==> src/sv/pfcm_pkg.sv <==
// Package: kinds, predicates, per-lane compare flags and predicate helper for the packed compare block.
package pfcm_pkg;

	typedef enum logic [1:0] {
		KIND_PS = 2'd0,
		KIND_PD = 2'd1,
		KIND_SD = 2'd2,
		KIND_SS = 2'd3
	} kind_t;

	localparam logic [7:0] PRED_EQ    = 8'd0;
	localparam logic [7:0] PRED_LT    = 8'd1;
	localparam logic [7:0] PRED_LE    = 8'd2;
	localparam logic [7:0] PRED_UNORD = 8'd3;
	localparam logic [7:0] PRED_NE    = 8'd4;
	localparam logic [7:0] PRED_GE    = 8'd5;
	localparam logic [7:0] PRED_GT    = 8'd6;
	localparam logic [7:0] PRED_ORD   = 8'd7;

	// Per-lane compare flags
	typedef struct packed {
		logic unord;
		logic eq;
		logic lt;
	} cmp_flags_t;

	function automatic logic apply_pred(input logic [7:0] pred, input cmp_flags_t f);
		logic r;
		r = 1'b0;
		if (f.unord) begin
			r = (pred == PRED_UNORD) || (pred == PRED_NE);
		end else begin
			case (pred)
				PRED_EQ:    r = f.eq;
				PRED_LT:    r = f.lt;
				PRED_LE:    r = f.lt | f.eq;
				PRED_UNORD: r = 1'b0;
				PRED_NE:    r = ~f.eq;
				PRED_GE:    r = ~f.lt;
				PRED_GT:    r = ~f.lt & ~f.eq;
				PRED_ORD:   r = 1'b1;
				default:    r = 1'b0;
			endcase
		end
		return r;
	endfunction

endpackage

==> src/sv/pfcm_lane.sv <==
// Module: compare flags for one 64-bit slot as one double or two singles.
module pfcm_lane (
	input  logic [63:0]              a,
	input  logic [63:0]              b,
	output pfcm_pkg::cmp_flags_t     dbl,
	output pfcm_pkg::cmp_flags_t     sgl_lo,
	output pfcm_pkg::cmp_flags_t     sgl_hi
);
	import pfcm_pkg::*;

	function automatic cmp_flags_t cmp_d(input logic [63:0] x, input logic [63:0] y);
		cmp_flags_t f;
		logic [63:0] kx, ky;
		f.unord = (x[62:0] > 63'h7FF0000000000000) || (y[62:0] > 63'h7FF0000000000000);
		kx = x[63] ? ~x : {1'b1, x[62:0]};
		ky = y[63] ? ~y : {1'b1, y[62:0]};
		if (x[62:0] == '0 && y[62:0] == '0) begin
			f.eq = 1'b1;
			f.lt = 1'b0;
		end else begin
			f.eq = kx == ky;
			f.lt = kx < ky;
		end
		return f;
	endfunction

	function automatic cmp_flags_t cmp_s(input logic [31:0] x, input logic [31:0] y);
		cmp_flags_t f;
		logic [31:0] kx, ky;
		f.unord = (x[30:0] > 31'h7F800000) || (y[30:0] > 31'h7F800000);
		kx = x[31] ? ~x : {1'b1, x[30:0]};
		ky = y[31] ? ~y : {1'b1, y[30:0]};
		if (x[30:0] == '0 && y[30:0] == '0) begin
			f.eq = 1'b1;
			f.lt = 1'b0;
		end else begin
			f.eq = kx == ky;
			f.lt = kx < ky;
		end
		return f;
	endfunction

	assign dbl    = cmp_d(a, b);
	assign sgl_lo = cmp_s(a[31:0], b[31:0]);
	assign sgl_hi = cmp_s(a[63:32], b[63:32]);
endmodule

==> src/sv/packed_float_compare_mask.sv <==
// Top level: packed/scalar IEEE compare producing per-lane all-ones masks.
// Pipeline: input reg (stage 1), then result reg (stage 2), then result valid.
// Throughput: one item per cycle; both stages advance whenever the result
// register is empty or being taken. A waiting result blocks input only once
// stage 1 also holds an item.
// Reset: arst_n clears only the stage valid bits; payload regs are not reset.
module packed_float_compare_mask (
	input  logic        clk,
	input  logic        arst_n,
	input  logic        in_valid,
	output logic        in_ready,
	input  logic [1:0]  kind,
	input  logic [7:0]  predicate,
	input  logic [63:0] dest_low,
	input  logic [63:0] dest_high,
	input  logic [63:0] source_low,
	input  logic [63:0] source_high,
	output logic        out_valid,
	input  logic        out_ready,
	output logic [63:0] result_low,
	output logic [63:0] result_high
);
	import pfcm_pkg::*;

	// Stage 1: captured operands
	logic        vld_s1;
	kind_t       kind_s1;
	logic [7:0]  pred_s1;
	logic [63:0] dl_s1, dh_s1, sl_s1, sh_s1;
	// Stage 2: result register
	logic        vld_s2;
	logic [63:0] rl_s2, rh_s2;

	logic adv_s2;
	assign adv_s2   = ~vld_s2 | out_ready;
	// Stage 1 moves forward whenever stage 2 can take it
	assign in_ready = ~vld_s1 | adv_s2;

	always_ff @(posedge clk or negedge arst_n) begin
		if (!arst_n) begin
			vld_s1 <= 1'b0;
			vld_s2 <= 1'b0;
		end else begin
			if (in_ready) vld_s1 <= in_valid;
			if (adv_s2)   vld_s2 <= vld_s1;
		end
	end

	always_ff @(posedge clk) begin
		if (in_ready && in_valid) begin
			kind_s1 <= kind_t'(kind);
			pred_s1 <= predicate;
			dl_s1   <= dest_low;
			dh_s1   <= dest_high;
			sl_s1   <= source_low;
			sh_s1   <= source_high;
		end
	end

	// Compare logic: low and high 64-bit slots
	cmp_flags_t lo_d, lo_s0, lo_s1f, hi_d, hi_s0, hi_s1f;

	pfcm_lane u_lane_lo (.a(dl_s1), .b(sl_s1), .dbl(lo_d), .sgl_lo(lo_s0), .sgl_hi(lo_s1f));
	pfcm_lane u_lane_hi (.a(dh_s1), .b(sh_s1), .dbl(hi_d), .sgl_lo(hi_s0), .sgl_hi(hi_s1f));

	logic m_lo_d, m_lo_0, m_lo_1, m_hi_d, m_hi_0, m_hi_1;
	assign m_lo_d = apply_pred(pred_s1, lo_d);
	assign m_lo_0 = apply_pred(pred_s1, lo_s0);
	assign m_lo_1 = apply_pred(pred_s1, lo_s1f);
	assign m_hi_d = apply_pred(pred_s1, hi_d);
	assign m_hi_0 = apply_pred(pred_s1, hi_s0);
	assign m_hi_1 = apply_pred(pred_s1, hi_s1f);

	logic [63:0] rl_d, rh_d;
	always_comb begin
		case (kind_s1)
			KIND_PS: begin
				rl_d = {{32{m_lo_1}}, {32{m_lo_0}}};
				rh_d = {{32{m_hi_1}}, {32{m_hi_0}}};
			end
			KIND_PD: begin
				rl_d = {64{m_lo_d}};
				rh_d = {64{m_hi_d}};
			end
			KIND_SD: begin
				// scalar: upper half of destination passes through
				rl_d = {64{m_lo_d}};
				rh_d = dh_s1;
			end
			default: begin
				rl_d = {dl_s1[63:32], {32{m_lo_0}}};
				rh_d = dh_s1;
			end
		endcase
	end

	always_ff @(posedge clk) begin
		if (adv_s2) begin
			rl_s2 <= rl_d;
			rh_s2 <= rh_d;
		end
	end

	assign out_valid   = vld_s2;
	assign result_low  = rl_s2;
	assign result_high = rh_s2;

	// A stalled result must hold
	a_hold: assert property (@(posedge clk) disable iff (!arst_n)
		out_valid && !out_ready |=> out_valid && $stable(result_low) && $stable(result_high))
		else $error("result changed while stalled");
	// An accepted item appears at the result when out_ready is high at accept and while it sits in stage 1
	a_lat: assert property (@(posedge clk) disable iff (!arst_n)
		in_valid && in_ready && out_ready ##1 out_ready |=> out_valid)
		else $error("item not delivered");
	// Scalar kinds keep destination high bits
	a_scal: assert property (@(posedge clk) disable iff (!arst_n)
		vld_s1 && adv_s2 && (kind_s1 == KIND_SD || kind_s1 == KIND_SS)
		|=> result_high == $past(dh_s1))
		else $error("scalar upper bits altered");
endmodule
==> config.mk <==
export PLATFORM = sky130hd
export DESIGN_NAME = packed_float_compare_mask
export DESIGN_NICKNAME = d
export VERILOG_FILES = /design/src/sv/pfcm_pkg.sv /design/src/sv/pfcm_lane.sv /design/src/sv/packed_float_compare_mask.sv
export SDC_FILE = /design/constraint.sdc
export NUM_CORES = 1
export LEC_CHECK = 0
export BUFFER_PORTS_ARGS = -buffer_cell sky130_fd_sc_hd__buf_4
export CORE_MARGIN = 4
export CORE_UTILIZATION = 45
export DETAILED_ROUTE_END_ITERATION = 6
export HOLD_SLACK_MARGIN = 0.15
export MAX_ROUTING_LAYER = met4
export PLACE_DENSITY = 0.74
export SYNTH_ARGS = -nofsm -noshare
export SYNTH_HDL_FRONTEND = slang
export SYNTH_SLANG_ARGS = --single-unit
==> constraint.sdc <==
create_clock -name clk -period 13.35 [get_ports clk]
set_clock_uncertainty 0.05 [all_clocks]
set_input_delay 0.6675 -clock clk [delete_from_list [all_inputs] [get_ports clk]]
set_output_delay 0.6675 -clock clk [all_outputs]
set_load 0.01 [all_outputs]
; After elaboration in Yosys (flattened, before gate mapping)
; Cells that the tools add are included.
[classes]
order_cmp = 18
eq_ne = 15
mux = 32
bitwise = 40
n_reduce_logical = 29
[ops]
columns = operator, n
row1 = two-way mux 32 bit, 8
row2 = two-way mux 64 bit, 4
row3 = inverter 32 bit, 8
row4 = inverter 64 bit, 4
row5 = one-hot mux 64 bit (2 select lines), 2
row6 = "> comparator 63 bit, second input constant", 4
row7 = logical NOT 63 bit, 4
row8 = "> comparator 31 bit, second input constant", 8
row9 = logical NOT 31 bit, 8
row10 = equality test 32 bit, 4
row11 = equality test 64 bit, 2
row12 = < comparator 32 bit, 4
row13 = < comparator 64 bit, 2
row14 = one-hot mux 1 bit (7 select lines), 6
row15 = "equality test 8 x 3 -> 1 bit, second input constant", 4
row16 = "equality test 8 x 2 -> 1 bit, second input constant", 2
row17 = inverter 1 bit, 14
row18 = two-way mux 2 bit, 6
row19 = "equality test 8 x 1 -> 1 bit, second input constant", 1
row20 = logical NOT 8 bit, 1
row21 = OR 1 bit, 8
row22 = logical AND 1 bit, 7
row23 = logical OR 1 bit, 7
row24 = bitwise AND 1 bit, 6
row25 = 5 further kinds, 10
[word_totals]
ff_bits = 396
inputBits = 270
out_inout_bits = 130

; Depth between registers and ports, before layout
[depth]
depth_word = 9
mapped_depth = 15
depth_no_buf = 13

; Cells and area by module
; From an unflattened synthesis, not the netlist that was laid out.
[unflattened]
hier_cells = 1711
area_unflattened_um2 = 21468.1
[by_module_without_submodules]
columns = module, instances, cells_per_inst, area_each_um2
row1 = packed_float_compare_mask, 1, 641, 12839.8
row2 = pfcm_lane, 2, 535, 4314.1

; Worst setup path after synthesis
; Ideal clock, no wire load.
[synth_path]
path_type = in2reg
start = input port out_ready
end = register dh_s1[0], enable pin
setup_ps = 661
t_arrival_ps = 6932
required_time_ps = 12639
setup_slack_ps = 5707
path_stages = 2
cell_sequence = nand3b_1 -> and2_1
[synth_via]
elab_chain_len = 3
[synth_lines]
columns = item, line
row1 = "start, declared", packed_float_compare_mask.sv:19  ; input logic out_ready,
row2 = OR 1 bit, packed_float_compare_mask.sv:35  ; assign adv_s2 = ~vld_s2 | out_ready;
row3 = OR 1 bit, packed_float_compare_mask.sv:37  ; assign in_ready = ~vld_s1 | adv_s2;
row4 = logical AND 1 bit, packed_float_compare_mask.sv:50  ; if (in_ready && in_valid) begin
row5 = "end signal, assigned", packed_float_compare_mask.sv:54  ; dh_s1 <= dest_high;
row6 = "end, declared", packed_float_compare_mask.sv:29  ; logic [63:0] dl_s1, dh_s1, sl_s1, sh_s1;
; Every way passes these cells.
; A chain may end at the register's enable or synchronous reset.

; Worst setup path in the final report
[layout_path]
start = register dh_s1[63]
end = register rh_s2[55], in the netlist result_high[55], data pin
[layout_via]
elab_chain_len = 9
elab_cells_between_ends = 23
classes_between = 2 x order compare / 2 x eq/ne / 9 x mux / 10 x bitwise
[layout_lines]
columns = item, line
row1 = inverter 64 bit or inverter 32 bit (tied branches), "pfcm_lane.sv:15, pfcm_lane.sv:31"
row2 = two-way mux 64 bit or two-way mux 32 bit (tied branches), "pfcm_lane.sv:15, pfcm_lane.sv:31"
row3 = < comparator 64 bit (tied with other cells), pfcm_lane.sv:22  ; f.lt = kx < ky;
row4 = "two-way mux 2 bit, on equally long branches", "pfcm_lane.sv:17, pfcm_lane.sv:33"
row5 = "inverter 1 bit, on equally long branches", "pfcm_pkg.sv:39, pfcm_pkg.sv:40, pfcm_pkg.sv:38"
row6 = bitwise AND 1 bit, pfcm_pkg.sv:40  ; PRED_GT: r = ~f.lt & ~f.eq;
row7 = one-hot mux 1 bit (7 select lines), pfcm_pkg.sv:33  ; case (pred)
row8 = two-way mux 1 bit, pfcm_pkg.sv:30  ; if (f.unord) begin
row9 = one-hot mux 64 bit (2 select lines) (*), packed_float_compare_mask.sv:76  ; case (kind_s1)
row10 = via rh_d[55], packed_float_compare_mask.sv:74  ; logic [63:0] rl_d, rh_d;
row11 = "end signal, assigned", packed_float_compare_mask.sv:100  ; rh_s2 <= rh_d;
row12 = "end, declared", packed_float_compare_mask.sv:32  ; logic [63:0] rl_s2, rh_s2;
; The timed path passes the listed nets; every way through them passes the cells marked *.

==> results by group <==
Run status
  • Outcome: finished clean

Drt
  • Drt pass-1 iters: 5
  • Via/cell ratio: 5.57
  • ANT nets after route: 0
  • Routed wire length: 59,300 um
  • DRT iter0 DRCs: 1,024
  • Vias: 15,800
  • Per-cell routed wire length: 20.9 um
  • # DRC: 0

Global routing
  • GRT Overall Usage: 22.6%
  • Wire length of the first global-routing pass: 90,800 um
  • Antenna violations before repair: 0
  • Vias in the first global route: 16,100
  • Total gr overflow: 0
  • Maximum number of pins on one net before global-route repair: 85

Layout
  • Area Overhead vs Synth: 21.3%
  • Layout cell share with drive strength beyond 1: 22.3%
  • Layout Cells excl Fill: 2,837
  • Nets: 2,664
  • Antenna diodes: 0
  • Fillers: 3,959

Die
  • Starting density of the core: 45.6%
  • Die area: 0.0520 mm^2
  • Die Width: 228 um
  • Num rows: 80
  • Die extent in y: 228 um
  • CORE AREA: 0.0477 mm^2
  • Boundary Pins: 400

CTS
  • H-tree depth: 2
  • TritonCTS clock tree: built
  • Clock Tree Buf Depth: 3
  • Worst skew pair latency: 560 ps
  • Sink Count: 365
  • Root buffer cell: clkbuf_16
  • Post-CTS sizing: 0
  • Reg clk slew, reported paths: 60 ps
  • Number of buffers created by CTS: 41

Yosys
  • Most common cell in the netlist: edfxtp_1
  • Leading area contributor after synthesis: edfxtp_1
  • Syn_area_per_cell: 11.8 um^2
  • Number of synthesized flops with an enable pin: 363
  • Synth warn: 0
  • #FFs+latches synth: 365
  • Sequential-to-total area share from yosys stat: 50.3%
  • Syn Inst Count: 1,844
  • Prevailing post-synth register cell: edfxtp_1
  • Top-area cell type share of the netlist area: 50.1%
  • Post-synth cell types: 70
  • Synth area leaders: edfxtp_1, ha_1, xor2_1, xnor2_1, a21oi_1
  • Mapped Area: 0.0218 mm^2
  • Syn Nets: 2,315
  • FFs w/ async S/R, synth: 0.548%
  • Synth cell count leaders: edfxtp_1, ha_1, xor2_1

Pwr
  • LEAKAGE: 0.0111 uW
  • Cell Pwr Density: 121 mW/mm^2
  • Worst ir drop on vdd: 0.101 mV
  • Post-layout power: 3190 uW

Place
  • Post-DP HPWL: 44,300 um
  • Post-Place Cells: 2,764
  • Port-buffer cells: 399
  • GPL Wtd Cong: 0.889

Timing
  • RSZ-0062 raised after global routing: false
  • Measured slew at the worst slew-check pin: 1290 ps
  • Slew headroom: 13.9%
  • Period utilization: 37.4%
  • F_max: 200 MHz
  • Final hold violations: 0
  • Setup TNS: 0 ps
  • Fin. max-slew vios: 0
  • # setup viols final: 0
  • Crit path time final: 4990 ps

Critical path
  • Crit path kind: register to register
  • Critical Path Source: dh_s1[63]
  • R2R Path Start: dh_s1[63]
  • Startpoint types: register
  • Critical Path AT: 5180 ps
  • Worst setup EP type: register
  • Critical path fanouts, max: 65
  • Crit path required time: 13,540 ps

Run
  • Max-cap violations: 0

Worst hold path
  • HP Class: primary input to register
  • Hold path start: source_high[11]
-- through the flow --
step | setup WS, ps | cell area [um^2] | utilization (%) | hold slack, ps
2_1_floorplan | 5710 | 21800 | - | 322
4_1_cts | 8410 | 26400 | 55.3 | 196
6_report | 8360 | 26400 | 55.3 | 226
3_5_place_dp | 8420 | 25100 | 52.6 | 402
3_3_place_gp | 8600 | 25100 | 52.6 | 400
5_1_grt | 8090 | 26400 | 55.3 | 202
-- timing repair --
action | CTS | global route
hold buffers | 1 | 0
buffers inserted | 0 | 0
endpoints found under the hold margin | 2 | 0
-- cell type report --
type                            instances  area [um^2]  area share, %
Sequential cell                       365        11000           41.5
Multi-Input combinational cell       1333        10100           38.4
Timing Repair Buffer                  419         3150           11.9
Clock buffer                           53         1110           4.22
Tap cell                              615          769           2.91
Clock inverter                         19          160          0.606
Inverter                               33          124          0.469
-- report_power, final --
group	internal [uW]	leakage, uW	switching, uW	total [uW]
Clock	627	0.000609	451	1080
Combinational	316	0.00689	351	667
Sequential	1370	0.00359	80.5	1450
Total	2310	0.0111	882	3190
-- per-layer routing --
| layer | part of all wire, % | global-route usage [%] | vias to the layer above |
|---|---|---|---|
| met1 | 42 | 28.0 | 7654 |
| met3 | 5.4 | 3.90 | 118 |
| li1 | - | - | 7511 |
| met2 | 50 | 38.0 | 527 |
| met4 | 3.2 | 7.63 | 0 |
| met5 | 0 | - | - |
-- placed cells by master, fill, tap and decap left out, drive strengths merged, types with 3 or more instances in the layout --
cell type / count
a221o: 3
a21o: 74
nand3: 101
clkbuf: 53
mux2: 3
and3: 4
a221oi: 7
clkinv: 11
and2: 5
ha: 201
or4: 3
a31oi: 4
a211oi: 8
xnor2: 187
nor2b: 7
nor2: 41
o211ai: 9
xor2: 188
inv: 34
and4: 10
nor3: 29
edfxtp: 363
buf: 418
or3: 4
a21oi: 120
o21a: 4
nand2: 117
o311a: 3
clkinvlp: 5
nand4: 56
o21ai: 41
nand2b: 4
o31ai: 4
nor4: 64
-- cell families (layout without fill, tap and decap cells) --
logic type               after synthesis  count (layout)  share of synthesized area [%]
multiplexers                           4               4                          0.201
flip-flops                           365             365                           50.3
AND/OR/NAND/NOR                      452             452                           10.7
adder cells (fa/ha/maj)              201             201                           11.5
AO/OA/AOI/OAI                        301             301                           8.84
buffers and inverters                146             524                           3.33
XOR/XNOR                             375             375                           15.1
-- worst max-delay path, cell delays in order, from the launching register on --
cell,delay (ps)
edfxtp_1,320
buf_4,780
xor2_1,180
ha_1,370
a21oi_1,170
o21ai_0,110
a221o_1,350
a211oi_1,470
o21ba_2,260
nand3_1,90
and4_1,270
nor2_2,960
nand3_1,190
-- state kept, by name, summed over array words and instances, names as in the netlist --
name and count:
out_valid 1, result_low 33, pred_s1 8, vld_s1 1, dh_s1 64, dl_s1 64
kind_s1 2, sl_s1 64, result_high 64, sh_s1 64
-- path summary, 6_finish.rpt --
| path | cells past startpoint | endpoint | slack (ps) |
|---|---|---|---|
| max | 12 | result_high[55] | 8360 |
| min | 1 | sh_s1[11] | 230 |
| max reg2reg | 12 | result_high[55] | 8360 |
| min reg2reg | 1 | out_valid | 430 |
| max in group asynchronous | 2 | out_valid | 12780 |
| min in group asynchronous | 2 | vld_s1 | 380 |
Note: power is estimated with default switching activity, not from simulation.
